File: config.mk
export PLATFORM = sky130hd
export DESIGN_NAME = rcu_cell
export DESIGN_NICKNAME = d
export VERILOG_FILES = /design/src/hw/rtl/rcu_pkg.sv /design/src/hw/rtl/rcu_cell.sv
export SDC_FILE = /design/constraint.sdc
export NUM_CORES = 1
export LEC_CHECK = 0
export BUFFER_PORTS_ARGS = -buffer_cell sky130_fd_sc_hd__buf_2
export CORE_MARGIN = 10
export CORE_UTILIZATION = 44
export DETAILED_ROUTE_END_ITERATION = 6
export PLACE_DENSITY = 0.84
export SLEW_MARGIN = 20
export SYNTH_ARGS = -nofsm -noshare
export SYNTH_HDL_FRONTEND = slang
export SYNTH_SLANG_ARGS = --single-unit
export TNS_END_PERCENT = 30
File: constraint.sdc
create_clock -name clk -period 1.1 [get_ports clk]
set_input_delay 0.22 -clock clk [delete_from_list [all_inputs] [get_ports clk]]
set_output_delay 0.22 -clock clk [all_outputs]
set_load 0.02 [all_outputs]
File: src/hw/rtl/rcu_pkg.sv
`timescale 1ns / 1ps
// ----------------------------------------------------------------------------
// rcu_pkg - ranked count table shared definitions
// Field widths, entry record, status codes, sequencer states.
// ----------------------------------------------------------------------------
package rcu_pkg;

  localparam int ITEM_W  = 31;
  localparam int ACTOR_W = 32;
  localparam int COUNT_W = 31;
  localparam int DELTA_W = 32;
  localparam int RANK_W  = 8;

  localparam logic [COUNT_W-1:0] COUNT_MAX = '1;

  localparam logic ACT_UPDATE = 1'b0;
  localparam logic ACT_READ   = 1'b1;

  typedef enum logic [2:0] {
    ST_UPDATED    = 3'd0,
    ST_INSERTED   = 3'd1,
    ST_FULL       = 3'd2,
    ST_READ_OK    = 3'd3,
    ST_READ_RANGE = 3'd4
  } status_t;

  typedef enum logic [2:0] {
    S_IDLE,
    S_SCAN,
    S_CALC,
    S_WRITE,
    S_SHIFT,
    S_READ,
    S_DONE
  } state_t;

  typedef struct packed {
    logic [ITEM_W-1:0]  item;
    logic [ACTOR_W-1:0] actor;
    logic [COUNT_W-1:0] count;
  } entry_t;

  // Ring control from the sequencer to the cell chain.
  typedef struct packed {
    logic   shift;
    entry_t head_out;
  } ring_t;

endpackage

File: src/hw/rtl/rcu_cell.sv
`timescale 1ns / 1ps
// ----------------------------------------------------------------------------
// rcu_cell - one table entry in the rotating chain
// Holds item, actor, count; on shift loads d (neighbor, or head_out at tail).
// ----------------------------------------------------------------------------
module rcu_cell (
  input  logic            clk,
  input  logic            shift,
  input  rcu_pkg::entry_t d,
  output rcu_pkg::entry_t q
);
  import rcu_pkg::*;

  entry_t entry_r;

  always_ff @(posedge clk) begin
    if (shift) begin
      entry_r <= d;
    end
  end

  assign q = entry_r;

endmodule

; Word level (Yosys, flattened, before mapping)
; Index checks and enable logic that the tools add are counted.
[totals]
ff_bits = 94
output_inout_bits = 94
elab_cells = 3

; Depth between registers and ports, before layout
[logic_depth]
ltp_word = 0
ltp_mapped = 0

; Least setup slack after synthesis
; OpenSTA, ideal clock, no wires.
[synth_path]
path_kind = register to output
startpoint = register entry_r (netlist bit q[0])
endpoint = output q[0] (netlist name)
arrival_ps = 449
required_ps = 880
slack_ps = 431
stages_incl_launch_ff = 1
path_buffers = 0
cell_sequence = edfxtp_1
[synth_rtl]
columns = item, line
row1 = from (decl), rcu_cell.sv:14  ; entry_t entry_r;
row2 = from (signal assigned), rcu_cell.sv:18  ; entry_r <= d;
row3 = to (decl), rcu_cell.sv:10  ; output rcu_pkg::entry_t q
; No word-level cell between the ends.

; Final worst setup path
[layout_path]
startpoint = register entry_r (netlist bit q[26])
endpoint = output q[26] (netlist name)
; No word-level cell between the ends.

==> summary.md <==
| Metric | Value |
|---|---|
| Register area share after synthesis | `1.000` |
| Busiest grt layer | `met2` |
| Hold buffers post-CTS | `0` |
| Die Height | `100.1 um` |
| Status | `finished with violations` |
| Vias in the first global route | `1,883` |
| 1st-iter DRT viols | `42` |
| Routed wire length | `7.106 mm` |
| CTS clock-pin slew for the worst setup and hold paths | `0.09 ns` |
| Clock H-tree levels | `3` |
| Fin crit share | `1.015` |
| GRT overflow | `0` |
| Grt met2 use | `0.2130` |
| Worst path required time | `0.88 ns` |
| Hold Path Class | `in2reg` |
| DR vias | `1,695` |
| Share of layout cells above drive strength 1 | `0.6777` |
| Final max-slew violation count | `0` |
| Cells along the critical path | `buf_6` |
| Peak supply drop | `1298 uV` |
| Clock tree from TritonCTS | `done` |
| Synth Net Count | `190` |
| Setup slack after layout | `-0.01702 ns` |
| Slowest-stage cell, CP | `edfxtp_1` |
| Die W | `100.1 um` |
| Top Family by Delay on Critical Path | `flip-flops` |
| Rel. slew slack | `0.8234` |
| Mapped Avg Cell Area | `30.03 sq um` |
| Pwr dens | `1733 nW/um^2` |
| Category of the most critical setup path | `reg2out` |
| # diodes | `0` |
| Maximum clock path buffer count | `2` |
| Number of multi-input logic gates | `0` |
| Startpoint Class | `register` |
| Mapped Cells | `94` |
| Synthesized flop and latch total | `94` |
| Total power | `7.436 mW` |
| First-pass GRT wire length | `10.28 mm` |
| Data arrival, critical path | `0.90 ns` |
| Mapped Area | `2823 sq um` |
| Max Cap Violations | `0` |
| Die area | `10,020 sq um` |
| Finished Layout Cells | `378` |
| Failing checks | `setup timing` |
| # clock sinks | `94` |
| Synth warnings | `0` |
| Hold path depth | `1` |
| Initial antenna violation count | `0` |
| Largest net degree at the start of global routing | `52` |
| Wire per inst | `18.80 um` |
| Hold Vio Cnt, Final | `0` |
| RD Place Congestion | `0.7049` |
| Post-synthesis cell type count | `1` |
| Global-route usage over all layers | `0.1373` |
| Crit-path max FO | `1` |
| F_max | `0.8952 GHz` |
| Setup crit end kind | `output port` |
| Final setup fails | `9` |
| WHS Endpoint | `q[54]` |
| Commonest cells after routing, fill and taps aside | `buf_2, edfxtp_1, buf_6, clkbuf_8, clkinv_1` |
| Final core occ | `0.6835` |
| Buf+Inv Stages, Crit Path | `1` |
| Final nets | `392` |
| Row count | `29` |
| Post-route DRC | `0` |
| DR vias/cell | `4.484` |
| FILL cells | `401` |
| Worst-Margin Slew | `0.2649 ns` |
| Initial Utilization | `0.4497` |
| Ranking of synthesized cells by area | `edfxtp_1` |
| Area post-placement | `3908 sq um` |
| Post-layout min period | `1.117 ns` |
| Commonest non-fill, non-tap cell in the layout | `buf_2` |
| I/O pin count | `190` |
| Top cell type's share of synthesized area | `1.000` |
| Core area | `6277 sq um` |
| Routing usage on met1 | `0.1285` |
| Static leakage | `1.837 nW` |
| CP peak stage delay | `0.41 ns` |
| Layout area overhead | `51.99%` |
| Setup TNS | `-0.05900 ns` |
| Met3 Use GR | `0.1120` |
| Pre-Repair DR Iteration Count | `4` |
| Max FFs per register | `94` |
| Worst hold start | `d[54]` |
| RSZ-0062 raised after global routing | `yes` |
| Multi-input logic area | `0 sq um` |
| I/O Buffers | `189` |
| Placed cell count | `362` |
| Clock root buffer | `clkbuf_8` |
| Total CTS buffers | `9` |
| Fin area | `4290 sq um` |
| Post-synth top area cell | `edfxtp_1` |
| Number of routed nets with antenna violations | `0` |
[layout make-up]
type                  instances  area [sq um]  share of cell area
tap                          77         96.34             0.02246
timing repair buffer        191          1182              0.2756
clock inverter                7         65.06             0.01516
clock buffer                  9         123.9             0.02887
sequential                   94          2823              0.6579
[per-stage QoR]
step | hold WS (ns) | setup WS (ns)
floorplan | 0.3189 | 0.4305
global placement | 0.3961 | 0.1699
detailed placement | 0.3981 | 0.1586
CTS | 0.02464 | -0.04827
global route | 0.01374 | -0.08224
finish | 0.05221 | -0.01702
[cells in the mapped netlist]
cell type / count
edfxtp_1: 94
[layer usage]
layer,up-vias,share of wire
met4,0,0.011
li1,785,-
met2,117,0.49
met5,-,0
met1,787,0.33
met3,6,0.17
[report_power, final]
part           internal [mW]  switching (mW)
registers               4.25          0.0829
clock network           1.03            1.07
logic                  0.413           0.585
[worst max-delay path by stage]
| stage | start | end | cells past startpoint |
|---|---|---|---|
| 5_1_grt | q[26] | q[26] | 1 |
| 3_3_place_gp | shift | q[82] | 2 |
| 3_5_place_dp | shift | q[82] | 2 |
| 2_1_floorplan | q[0] | q[0] | 0 |
| 4_1_cts | q[53] | q[53] | 1 |
| 6_report | q[26] | q[26] | 1 |
[cells by family after synthesis]
group and synth area share:
flops 1.000
[repair_timing]
| item | in CTS | in global routing |
|---|---|---|
| setup endpoints to repair | 78 | 94 |
| buffers inserted | 0 | 0 |
| resized for setup | 28 | 37 |
| gates cloned | 0 | 0 |
Note: power is estimated with default switching activity, not from simulation.
