### src/hw/rtl/rcu_pkg.sv
`timescale 1ns / 1ps
// ----------------------------------------------------------------------------
// rcu_pkg - ranked count table shared definitions
// Field widths, entry record, status codes, sequencer states.
// ----------------------------------------------------------------------------
package rcu_pkg;

  localparam int ITEM_W  = 31;
  localparam int ACTOR_W = 32;
  localparam int COUNT_W = 31;
  localparam int DELTA_W = 32;
  localparam int RANK_W  = 8;

  localparam logic [COUNT_W-1:0] COUNT_MAX = '1;

  localparam logic ACT_UPDATE = 1'b0;
  localparam logic ACT_READ   = 1'b1;

  typedef enum logic [2:0] {
    ST_UPDATED    = 3'd0,
    ST_INSERTED   = 3'd1,
    ST_FULL       = 3'd2,
    ST_READ_OK    = 3'd3,
    ST_READ_RANGE = 3'd4
  } status_t;

  typedef enum logic [2:0] {
    S_IDLE,
    S_SCAN,
    S_CALC,
    S_WRITE,
    S_SHIFT,
    S_READ,
    S_DONE
  } state_t;

  typedef struct packed {
    logic [ITEM_W-1:0]  item;
    logic [ACTOR_W-1:0] actor;
    logic [COUNT_W-1:0] count;
  } entry_t;

  // Ring control from the sequencer to the cell chain.
  typedef struct packed {
    logic   shift;
    entry_t head_out;
  } ring_t;

endpackage

### src/hw/rtl/rcu_channels.sv
`timescale 1ns / 1ps
// ----------------------------------------------------------------------------
// rcu_channels - request and result channel interfaces
// Valid/ready channels carrying the request and result payloads.
// ----------------------------------------------------------------------------
interface rcu_in_if;
  logic                              valid;
  logic                              ready;
  logic                              action;
  logic [rcu_pkg::ITEM_W-1:0]        item_id;
  logic signed [rcu_pkg::DELTA_W-1:0] delta;
  logic [rcu_pkg::ACTOR_W-1:0]       actor_id;
  logic                              rerank;
  logic [rcu_pkg::RANK_W-1:0]        rank_index;

  modport source (
    output valid, action, item_id, delta, actor_id, rerank, rank_index,
    input  ready
  );
  modport sink (
    input  valid, action, item_id, delta, actor_id, rerank, rank_index,
    output ready
  );
endinterface

interface rcu_out_if;
  logic                         valid;
  logic                         ready;
  logic [rcu_pkg::COUNT_W-1:0]  new_count;
  logic [rcu_pkg::RANK_W-1:0]   rank_position;
  rcu_pkg::status_t             status;
  logic [rcu_pkg::ITEM_W-1:0]   read_item_id;
  logic [rcu_pkg::ACTOR_W-1:0]  read_actor_id;

  modport source (
    output valid, new_count, rank_position, status, read_item_id, read_actor_id,
    input  ready
  );
  modport sink (
    input  valid, new_count, rank_position, status, read_item_id, read_actor_id,
    output ready
  );
endinterface

### src/hw/rtl/rcu_ctrl.sv
`timescale 1ns / 1ps
// ----------------------------------------------------------------------------
// rcu_ctrl - head-of-ring sequencer
// Sees one head entry per cycle in a pass: search, write, move, read.
// ----------------------------------------------------------------------------
module rcu_ctrl #(
  parameter int TABLE_DEPTH = 256
) (
  input  logic            clk,
  input  logic            rst_n,
  rcu_in_if.sink          in_ch,
  rcu_out_if.source       out_ch,
  input  rcu_pkg::entry_t head_in,
  output rcu_pkg::ring_t  ring
);
  import rcu_pkg::*;

  localparam int IW = $clog2(TABLE_DEPTH);
  localparam int TW = $clog2(TABLE_DEPTH + 1);
  localparam int SW = COUNT_W + 2;
  localparam logic [IW-1:0] LAST = IW'(TABLE_DEPTH - 1);
  localparam logic [TW-1:0] FULL = TW'(TABLE_DEPTH);

  state_t               state_r, state_nxt;
  logic [IW-1:0]        k_r, k_nxt;
  logic [TW-1:0]        total_r, total_nxt;
  logic [ITEM_W-1:0]    item_r, item_nxt;
  logic [ACTOR_W-1:0]   actor_r, actor_nxt;
  logic signed [DELTA_W-1:0] delta_r, delta_nxt;
  logic                 rerank_r, rerank_nxt;
  logic [RANK_W-1:0]    ridx_r, ridx_nxt;
  logic                 found_r, found_nxt;
  logic [IW-1:0]        idx_r, idx_nxt;
  logic [IW-1:0]        p_r, p_nxt;
  entry_t               ent_r, ent_nxt;
  entry_t               carry_r, carry_nxt;
  status_t              st_r, st_nxt;
  logic [RANK_W-1:0]    pos_r, pos_nxt;
  logic                 out_valid_r, out_valid_nxt;
  entry_t               out_ent_r, out_ent_nxt;
  logic [RANK_W-1:0]    out_pos_r, out_pos_nxt;
  status_t              out_st_r, out_st_nxt;

  logic                 match;
  logic                 in_use;
  logic                 last_k;
  logic                 read_hit;
  logic                 in_range;
  logic                 out_free;
  logic signed [SW-1:0] sum;
  logic [COUNT_W-1:0]   sat_count;
  logic [COUNT_W-1:0]   ins_count;

  assign match    = (head_in.item == item_r) &&
                    ((head_in.actor == actor_r) || (actor_r == '0));
  assign in_use   = TW'(k_r) < total_r;
  assign last_k   = (k_r == LAST);
  assign read_hit = (32'(k_r) == 32'(ridx_r));
  assign in_range = (32'(in_ch.rank_index) < 32'(total_r));
  assign out_free = !out_valid_r || out_ch.ready;

  assign sum = $signed({2'b00, ent_r.count}) + SW'(delta_r);

  always_comb begin
    if (sum < 0) begin
      sat_count = '0;
    end else if (sum > $signed({2'b00, COUNT_MAX})) begin
      sat_count = COUNT_MAX;
    end else begin
      sat_count = sum[COUNT_W-1:0];
    end
  end

  assign ins_count = delta_r[DELTA_W-1] ? '0 : delta_r[COUNT_W-1:0];

  always_comb begin
    state_nxt     = state_r;
    k_nxt         = k_r;
    total_nxt     = total_r;
    item_nxt      = item_r;
    actor_nxt     = actor_r;
    delta_nxt     = delta_r;
    rerank_nxt    = rerank_r;
    ridx_nxt      = ridx_r;
    found_nxt     = found_r;
    idx_nxt       = idx_r;
    p_nxt         = p_r;
    ent_nxt       = ent_r;
    carry_nxt     = carry_r;
    st_nxt        = st_r;
    pos_nxt       = pos_r;
    out_valid_nxt = out_valid_r;
    out_ent_nxt   = out_ent_r;
    out_pos_nxt   = out_pos_r;
    out_st_nxt    = out_st_r;
    ring.shift    = 1'b0;
    ring.head_out = head_in;

    if (out_valid_r && out_ch.ready) begin
      out_valid_nxt = 1'b0;
    end

    case (state_r)
      S_IDLE: begin
        if (in_ch.valid) begin
          item_nxt   = in_ch.item_id;
          actor_nxt  = in_ch.actor_id;
          delta_nxt  = in_ch.delta;
          rerank_nxt = in_ch.rerank;
          ridx_nxt   = in_ch.rank_index;
          k_nxt      = '0;
          found_nxt  = 1'b0;
          p_nxt      = '0;
          if (in_ch.action == ACT_READ) begin
            if (in_range) begin
              state_nxt = S_READ;
            end else begin
              ent_nxt   = '0;
              pos_nxt   = in_ch.rank_index;
              st_nxt    = ST_READ_RANGE;
              state_nxt = S_DONE;
            end
          end else begin
            state_nxt = S_SCAN;
          end
        end
      end
      S_SCAN: begin
        ring.shift = 1'b1;
        k_nxt      = last_k ? '0 : k_r + 1'b1;
        // later hits override: the one closest to the end wins
        if (in_use && match) begin
          found_nxt = 1'b1;
          idx_nxt   = k_r;
          ent_nxt   = head_in;
        end
        if (last_k) begin
          state_nxt = S_CALC;
        end
      end
      S_CALC: begin
        if (found_r) begin
          ent_nxt.count = sat_count;
          st_nxt        = ST_UPDATED;
          state_nxt     = S_WRITE;
        end else if (total_r == FULL) begin
          ent_nxt.item  = item_r;
          ent_nxt.actor = actor_r;
          ent_nxt.count = '0;
          pos_nxt       = '0;
          st_nxt        = ST_FULL;
          state_nxt     = S_DONE;
        end else begin
          idx_nxt       = IW'(total_r);
          ent_nxt.item  = item_r;
          ent_nxt.actor = actor_r;
          ent_nxt.count = ins_count;
          total_nxt     = total_r + 1'b1;
          st_nxt        = ST_INSERTED;
          state_nxt     = S_WRITE;
        end
      end
      S_WRITE: begin
        ring.shift = 1'b1;
        k_nxt      = last_k ? '0 : k_r + 1'b1;
        if (k_r == idx_r) begin
          ring.head_out = ent_r;
        end else if ((k_r < idx_r) && (head_in.count > ent_r.count)) begin
          p_nxt = k_r + 1'b1;
        end
        if (last_k) begin
          if (rerank_r && (p_r != idx_r)) begin
            state_nxt = S_SHIFT;
          end else begin
            pos_nxt   = RANK_W'(idx_r);
            state_nxt = S_DONE;
          end
        end
      end
      S_SHIFT: begin
        ring.shift = 1'b1;
        k_nxt      = last_k ? '0 : k_r + 1'b1;
        if (k_r == p_r) begin
          ring.head_out = ent_r;
          carry_nxt     = head_in;
        end else if ((k_r > p_r) && (k_r <= idx_r)) begin
          ring.head_out = carry_r;
          carry_nxt     = head_in;
        end
        if (last_k) begin
          pos_nxt   = RANK_W'(p_r);
          state_nxt = S_DONE;
        end
      end
      S_READ: begin
        ring.shift = 1'b1;
        k_nxt      = last_k ? '0 : k_r + 1'b1;
        if (read_hit) begin
          ent_nxt = head_in;
        end
        if (last_k) begin
          pos_nxt   = ridx_r;
          st_nxt    = ST_READ_OK;
          state_nxt = S_DONE;
        end
      end
      S_DONE: begin
        if (out_free) begin
          out_valid_nxt = 1'b1;
          out_ent_nxt   = ent_r;
          out_pos_nxt   = pos_r;
          out_st_nxt    = st_r;
          state_nxt     = S_IDLE;
        end
      end
      default: begin
        state_nxt = S_IDLE;
      end
    endcase
  end

  always_ff @(posedge clk) begin
    if (!rst_n) begin
      state_r     <= S_IDLE;
      total_r     <= '0;
      out_valid_r <= 1'b0;
    end else begin
      state_r     <= state_nxt;
      total_r     <= total_nxt;
      out_valid_r <= out_valid_nxt;
    end
  end

  always_ff @(posedge clk) begin
    k_r       <= k_nxt;
    item_r    <= item_nxt;
    actor_r   <= actor_nxt;
    delta_r   <= delta_nxt;
    rerank_r  <= rerank_nxt;
    ridx_r    <= ridx_nxt;
    found_r   <= found_nxt;
    idx_r     <= idx_nxt;
    p_r       <= p_nxt;
    ent_r     <= ent_nxt;
    carry_r   <= carry_nxt;
    st_r      <= st_nxt;
    pos_r     <= pos_nxt;
    out_ent_r <= out_ent_nxt;
    out_pos_r <= out_pos_nxt;
    out_st_r  <= out_st_nxt;
  end

  assign in_ch.ready          = (state_r == S_IDLE);
  assign out_ch.valid         = out_valid_r;
  assign out_ch.new_count     = out_ent_r.count;
  assign out_ch.rank_position = out_pos_r;
  assign out_ch.status        = out_st_r;
  assign out_ch.read_item_id  = out_ent_r.item;
  assign out_ch.read_actor_id = out_ent_r.actor;

endmodule

### src/flat_wrapper.sv
// flat-port wrapper written by rule: the top's interface ports become plain ports
module rcu_ctrl_flat import rcu_pkg::*;
#(
  parameter int TABLE_DEPTH = 256
)
  (clk, rst_n, head_in, ring, in_ch_valid, in_ch_action, in_ch_item_id, in_ch_delta, in_ch_actor_id, in_ch_rerank, in_ch_rank_index, in_ch_ready, out_ch_valid, out_ch_new_count, out_ch_rank_position, out_ch_status, out_ch_read_item_id, out_ch_read_actor_id, out_ch_ready);
  rcu_in_if in_ch_i ();
  rcu_out_if out_ch_i ();
  input  logic clk;
  input  logic rst_n;
  input  rcu_pkg::entry_t head_in;
  output rcu_pkg::ring_t ring;
  input wire logic [$bits(in_ch_i.valid)-1:0] in_ch_valid;
  input wire logic [$bits(in_ch_i.action)-1:0] in_ch_action;
  input wire logic [$bits(in_ch_i.item_id)-1:0] in_ch_item_id;
  input wire logic [$bits(in_ch_i.delta)-1:0] in_ch_delta;
  input wire logic [$bits(in_ch_i.actor_id)-1:0] in_ch_actor_id;
  input wire logic [$bits(in_ch_i.rerank)-1:0] in_ch_rerank;
  input wire logic [$bits(in_ch_i.rank_index)-1:0] in_ch_rank_index;
  output wire logic [$bits(in_ch_i.ready)-1:0] in_ch_ready;
  output wire logic [$bits(out_ch_i.valid)-1:0] out_ch_valid;
  output wire logic [$bits(out_ch_i.new_count)-1:0] out_ch_new_count;
  output wire logic [$bits(out_ch_i.rank_position)-1:0] out_ch_rank_position;
  output wire logic [$bits(out_ch_i.status)-1:0] out_ch_status;
  output wire logic [$bits(out_ch_i.read_item_id)-1:0] out_ch_read_item_id;
  output wire logic [$bits(out_ch_i.read_actor_id)-1:0] out_ch_read_actor_id;
  input wire logic [$bits(out_ch_i.ready)-1:0] out_ch_ready;
  assign in_ch_i.valid = in_ch_valid;
  assign in_ch_i.action = in_ch_action;
  assign in_ch_i.item_id = in_ch_item_id;
  assign in_ch_i.delta = in_ch_delta;
  assign in_ch_i.actor_id = in_ch_actor_id;
  assign in_ch_i.rerank = in_ch_rerank;
  assign in_ch_i.rank_index = in_ch_rank_index;
  assign in_ch_ready = in_ch_i.ready;
  assign out_ch_valid = out_ch_i.valid;
  assign out_ch_new_count = out_ch_i.new_count;
  assign out_ch_rank_position = out_ch_i.rank_position;
  assign out_ch_status = out_ch_i.status;
  assign out_ch_read_item_id = out_ch_i.read_item_id;
  assign out_ch_read_actor_id = out_ch_i.read_actor_id;
  assign out_ch_i.ready = out_ch_ready;
  rcu_ctrl #(.TABLE_DEPTH(TABLE_DEPTH)) u_core (.clk(clk), .rst_n(rst_n), .in_ch(in_ch_i), .out_ch(out_ch_i), .head_in(head_in), .ring(ring));
endmodule
### config.mk
export PLATFORM = sky130hd
export DESIGN_NAME = rcu_ctrl_flat
export DESIGN_NICKNAME = d
export VERILOG_FILES = /design/src/hw/rtl/rcu_pkg.sv /design/src/hw/rtl/rcu_channels.sv /design/src/hw/rtl/rcu_ctrl.sv /design/src/flat_wrapper.sv
export SDC_FILE = /design/constraint.sdc
export NUM_CORES = 1
export LEC_CHECK = 0
export BUFFER_PORTS_ARGS = -buffer_cell sky130_fd_sc_hd__buf_2
export CORE_ASPECT_RATIO = 1.75
export CORE_MARGIN = 2
export CORE_UTILIZATION = 52
export CTS_BUF_LIST = sky130_fd_sc_hd__clkbuf_4 sky130_fd_sc_hd__clkbuf_8
export DETAILED_ROUTE_END_ITERATION = 10
export PLACE_DENSITY = 0.78
export SYNTH_ARGS = -nofsm -noshare
export SYNTH_HDL_FRONTEND = slang
export SYNTH_SLANG_ARGS = --single-unit
### constraint.sdc
create_clock -name clk -period 8.3 [get_ports clk]
set_input_delay 0.83 -clock clk [delete_from_list [all_inputs] [get_ports clk]]
set_output_delay 0.83 -clock clk [all_outputs]
set_load 0.05 [all_outputs]
* Word-level counts from Yosys, hierarchy flattened *
Cells that the tools add are included.
W data, S select, Z words.

operators by class
  add/sub/neg operators = 3
  magnitude comparators = 8
  equality and inequality tests = 31
  multiplexer cells = 63
  bitwise operators = 2
  reduce and logical (&&, ||, !) cells = 34

operators by type and width
  kind                    count
  $mux W94                10
  $pmux W94 S4            1
  $pmux W94 S2            1
  $mux W31                5
  $mux W8                 16
  $mux W63                1
  $pmux W8 S2             3
  $pmux W8 S5             1
  $mux W3                 12
  $add A32 B32 Y33        1
  $gt A33 B32 Y1 const B  1
  $lt A33 B1 Y1 const B   1
  $eq A32 B32 Y1          1
  $logic_not A32 Y1       1
  $eq A31 B31 Y1          1
  $gt A31 B31 Y1          1
  $eq A8 B8 Y1            3
  $ne A2 B1 Y1 const B    10
  $lt A8 B9 Y1            2
  $pmux W3 S6             1
  $ne A2 B2 Y1 const B    7
  $reduce_and A10 Y1      1
  $reduce_and A5 Y1       2
  $reduce_bool A2 Y1      5
  other kinds (30)        53

storage, ports and cells
  flip-flop bits (word level) = 446
  input port bits = 203

* Longest topological paths before layout *
  depth after elaboration = 6
  depth in mapped cells = 13
  depth with buffers taken out = 12

* Worst setup path after synthesis *
No wires, ideal clock.

  kind = input-to-reg
  start point = input head_in[33] (netlist bit)
  end point = register u_core.ent_r[31] (netlist bit), enable pin
  library setup time = 580 ps
  arrival time = 7270 ps
  data required time = 7720 ps
  setup slack = 450 ps
  cell stages on the path = 9
  path buffers = 0
  cell sequence = xor2_1 -> nor4_1 -> nand4_1 -> o22ai_1 -> nand3_1 -> a21o_1 -> nand2_1 -> and3_1 -> a21boi_0

on the way
  longest elaborated chain between the ends = 6

RTL lines
  item                                line                source
  start: declaration                  flat_wrapper.sv:11  input rcu_pkg::entry_t head_in;
  $eq A32 B32 Y1                      rcu_ctrl.sv:55      ((head_in.actor == actor_r) || (actor_r == '0));
  $logic_or A1 B1 Y1                  rcu_ctrl.sv:55
  $logic_and A1 B1 Y1                 rcu_ctrl.sv:54      assign match = (head_in.item == item_r) &&
  $logic_and A1 B1 Y1                 rcu_ctrl.sv:132     if (in_use && match) begin
  $ne A2 B1 Y1 (no source line)       -
  $reduce_and A7 Y1 (no source line)  -
  end signal: assignment              rcu_ctrl.sv:244     ent_r <= ent_nxt;
  end: declaration                    rcu_ctrl.sv:35      entry_t ent_r, ent_nxt;

No other way between the ends.
A chain may end at the register's enable or synchronous reset.

==> summary.md <==
| Metric | Value |
|---|---|
| Fillcell total | 3194 |
| Crit path kind | flop to output port |
| Final hold vios | 0 |
| Largest net degree at the start of global routing | 95 |
| Combined area of the multi-input logic cells | 7741 um^2 |
| Ys async rst share | 0% |
| Post-CTS Resized | 0 |
| # DRC | 0 |
| Crit end category | output port |
| Vias in the first global route | 16240 |
| Placed Area | 24100 um^2 |
| Worst hold slack | 0.3932 ns |
| Worst slew pin tran | 1.152 ns |
| Ports | 405 |
| Antenna violations before repair | 12 |
| Synth Flop Type | edfxtp_1 |
| Max_slew headroom | 23.20% |
| Cts bufs inserted | 67 |
| Critical Path RT | 7.47 ns |
| FF+latch count, synth | 446 |
| Reg2Reg Depth | 10 |
| Overall Power | 8.756 mW |
| Synth cell types | 69 |
| Critical Path AT | 4.63 ns |
| Power per Cell Area | 343.8 nW/um^2 |
| Hold depth | 1 |
| Total gr overflow | 0 |
| Total Nets Final | 2429 |
| Worst path cell trace | inv_1 > or3_1 > or3_4 > o21ai_4 > buf_4 > a22oi_1 > o21ai_0 > buf_2 |
| Status | finished clean |
| Unrepaired setup endpoints after global routing | no |
| Full die area | 43160 um^2 |
| Detailed-route wire length | 62.63 mm |
| Via count | 16470 |
| Vias/cell | 6.007 |
| Die Wd | 157.9 um |
| Maximum vdd drop | 0.0004713 V |
| Iter 0 DRT Violations | 1312 |
| Synth Cell Area | 21550 um^2 |
| DRT antenna net count | 0 |
| Fin area | 25470 um^2 |
| Clock Tree Buf Depth | 3 |
| Setup tns final | 0 ns |
| Clk_lat worst skew | 0.61 ns |
| Starting density of the core | 52.79% |
| Largest stage delay, worst path | 0.89 ns |
| First-pass GRT wire length | 91.55 mm |
| Final GP Congestion | 0.9448 |
| Chip Height | 273.3 um |
| Max_cap viols | 0 |
| Initial DRT Pass Iterations | 5 |
| Hold WC Path Type | primary input to flop |
| Clock-pin slew on the worst setup and hold paths | 0.07 ns |
| Fin crit share | 65.81% |
| DR WL/cell | 22.84 um |
| Clock Sinks | 446 |
| CTS tree | built |
| Row Count | 98 |
| Fmax | 183.1 MHz |
| Reg area | 13260 um^2 |
| Final setup violation count | 0 |
| Clk root buf | clkbuf_8 |
| Min Tclk post-route | 5.462 ns |
| Leakage power | 9.863 nW |
| All-Layer GR Usage | 28.21% |
| Synth Area per Inst | 12.43 um^2 |
| Post-CTS setup buffers | 0 |
| Hpwl dp | 44.37 mm |
| Slowest-stage cell, CP | dfxtp_1 |
| # hold bufs at CTS | 0 |
| EDFF count, synth | 433 |
| Part of the Yosys area used for sequential elements | 61.53% |
| Share of cells above drive strength 1 | 25.52% |
| H-tree lvl count | 3 |
| Syn. warnings | 0 |
| Syn_nets | 2033 |
| I/O Buffers | 404 |
| Max Slew Vio Count | 0 |
| Layout Skew | 0.02888 ns |
| Core ar. | 40830 um^2 |
| Area growth from synthesis to layout | 18.16% |
| Mapped Cells | 1734 |
| Largest fanout on the critical path | 77 |
| Crit start category | flop |
==> layout by cell type (no fill, tap or decap), drive strengths merged, types with 52 or more instances in the layout <==
| cell | instances |
|---|---|
| edfxtp | 433 |
| buf | 421 |
| o21ai | 166 |
| nand2 | 146 |
| a22oi | 126 |
| ha | 95 |
| clkbuf | 93 |
| nor2 | 85 |
| inv | 70 |
| xnor2 | 66 |
| a21oi | 64 |
| a22o | 63 |
| xor2 | 52 |
==> sequential cells by signal, indices dropped and copies added, names as in the netlist <==
name,cells
u_core.out_ch.new_count,31
u_core.item_r,31
u_core.out_ch.rank_position,8
u_core.rerank_r,1
u_core.state_r,3
u_core.out_ch.read_item_id,31
u_core.k_r,8
u_core.out_ch.valid,1
u_core.ent_r,94
u_core.pos_r,8
u_core.ridx_r,8
u_core.actor_r,32
u_core.idx_r,8
u_core.p_r,8
u_core.carry_r,94
u_core.delta_r,32
u_core.st_r,3
u_core.total_r,9
u_core.out_ch.read_actor_id,32
u_core.out_ch.status,3
u_core.found_r,1
==> synth_stat cells (13+ instances only) <==
library cell	count	area [um^2]
ha_1	95	1189
inv_1	67	251.5
a22oi_1	125	938.4
edfxtp_1	433	13000
nor2_1	85	319.1
nor4_1	19	118.9
xnor2_1	66	578.1
nand2_1	146	548.0
o21ai_0	110	550.5
a22o_1	63	551.8
nand2b_1	15	93.84
nand4_1	35	219.0
a21oi_1	64	320.3
dfxtp_1	13	260.3
buf_2	15	75.07
clkbuf_1	69	259.0
a21o_1	25	187.7
o21ai_1	55	275.3
xor2_1	52	455.4
nand3_1	18	90.09
==> layer usage <==
| layer | vias to the layer above | track usage, % | wire, um |
|---|---|---|---|
| met5 | - | 0 | 0 |
| met4 | 0 | 16.39 | 3592 |
| met3 | 212 | 4.544 | 4468 |
| met2 | 898 | 51.11 | 33130 |
| met1 | 7921 | 30.68 | 21430 |
| li1 | 7439 | - | - |
==> logic make-up (layout without fill, tap and decap cells) <==
kind of cell,Yosys count,after routing,share of synthesized area [%]
compound gates,520,520,16.35
simple gates,380,380,8.255
fa+ha+maj,96,96,5.607
other cells,0,13,0
buf+inv,162,607,2.908
flops,446,446,61.53
xor+xnor,118,118,4.795
mux,12,12,0.5573
==> worst max-delay path, delay by kind of cell (launching register included) <==
family,cells,cell delay [ns]
AO/OA/AOI/OAI,3,0.66
buffers and inverters,3,1.44
AND/OR/NAND/NOR,2,1.00
flip-flops,1,0.89
==> path summary, 6_finish.rpt <==
check	start	to	slack [ns]
worst max-delay path	u_core.state_r[0]	ring[10]	2.84
worst min-delay path	in_ch_item_id[26]	u_core.item_r[26]	0.39
worst min register to register	u_core.pos_r[2]	u_core.out_ch.rank_position[2]	0.42
worst max register to register	u_core.item_r[28]	u_core.ent_r[32]	4.15
==> power breakdown <==
| group | leakage, nW | switching, mW | internal, mW |
|---|---|---|---|
| Sequential | 4.15 | 0.430 | 3.25 |
| Combinational | 5.01 | 2.17 | 1.07 |
| Clock | 0.699 | 0.852 | 0.979 |
| Total | 9.86 | 3.46 | 5.30 |
==> area by class of cell <==
cell class,instances,share of cell area [%]
tap,550,2.702
inverter,68,1.012
multi-input combinational,1126,30.39
sequential,446,52.07
clock buffer,93,4.436
timing repair buffer,421,8.440
antenna,13,0.1277
clock inverter,25,0.8155
==> metrics by stage <==
step                worst slack [ns]  util [%]  cells
floorplan                     0.4503         -   1734
global placement               3.586     59.02   2611
detailed placement             3.500     59.02   2611
CTS                            2.807     62.30   2729
global route                   2.597     62.36   2740
finish                         2.838     62.38   2742
(Power assumes the default switching activity.)
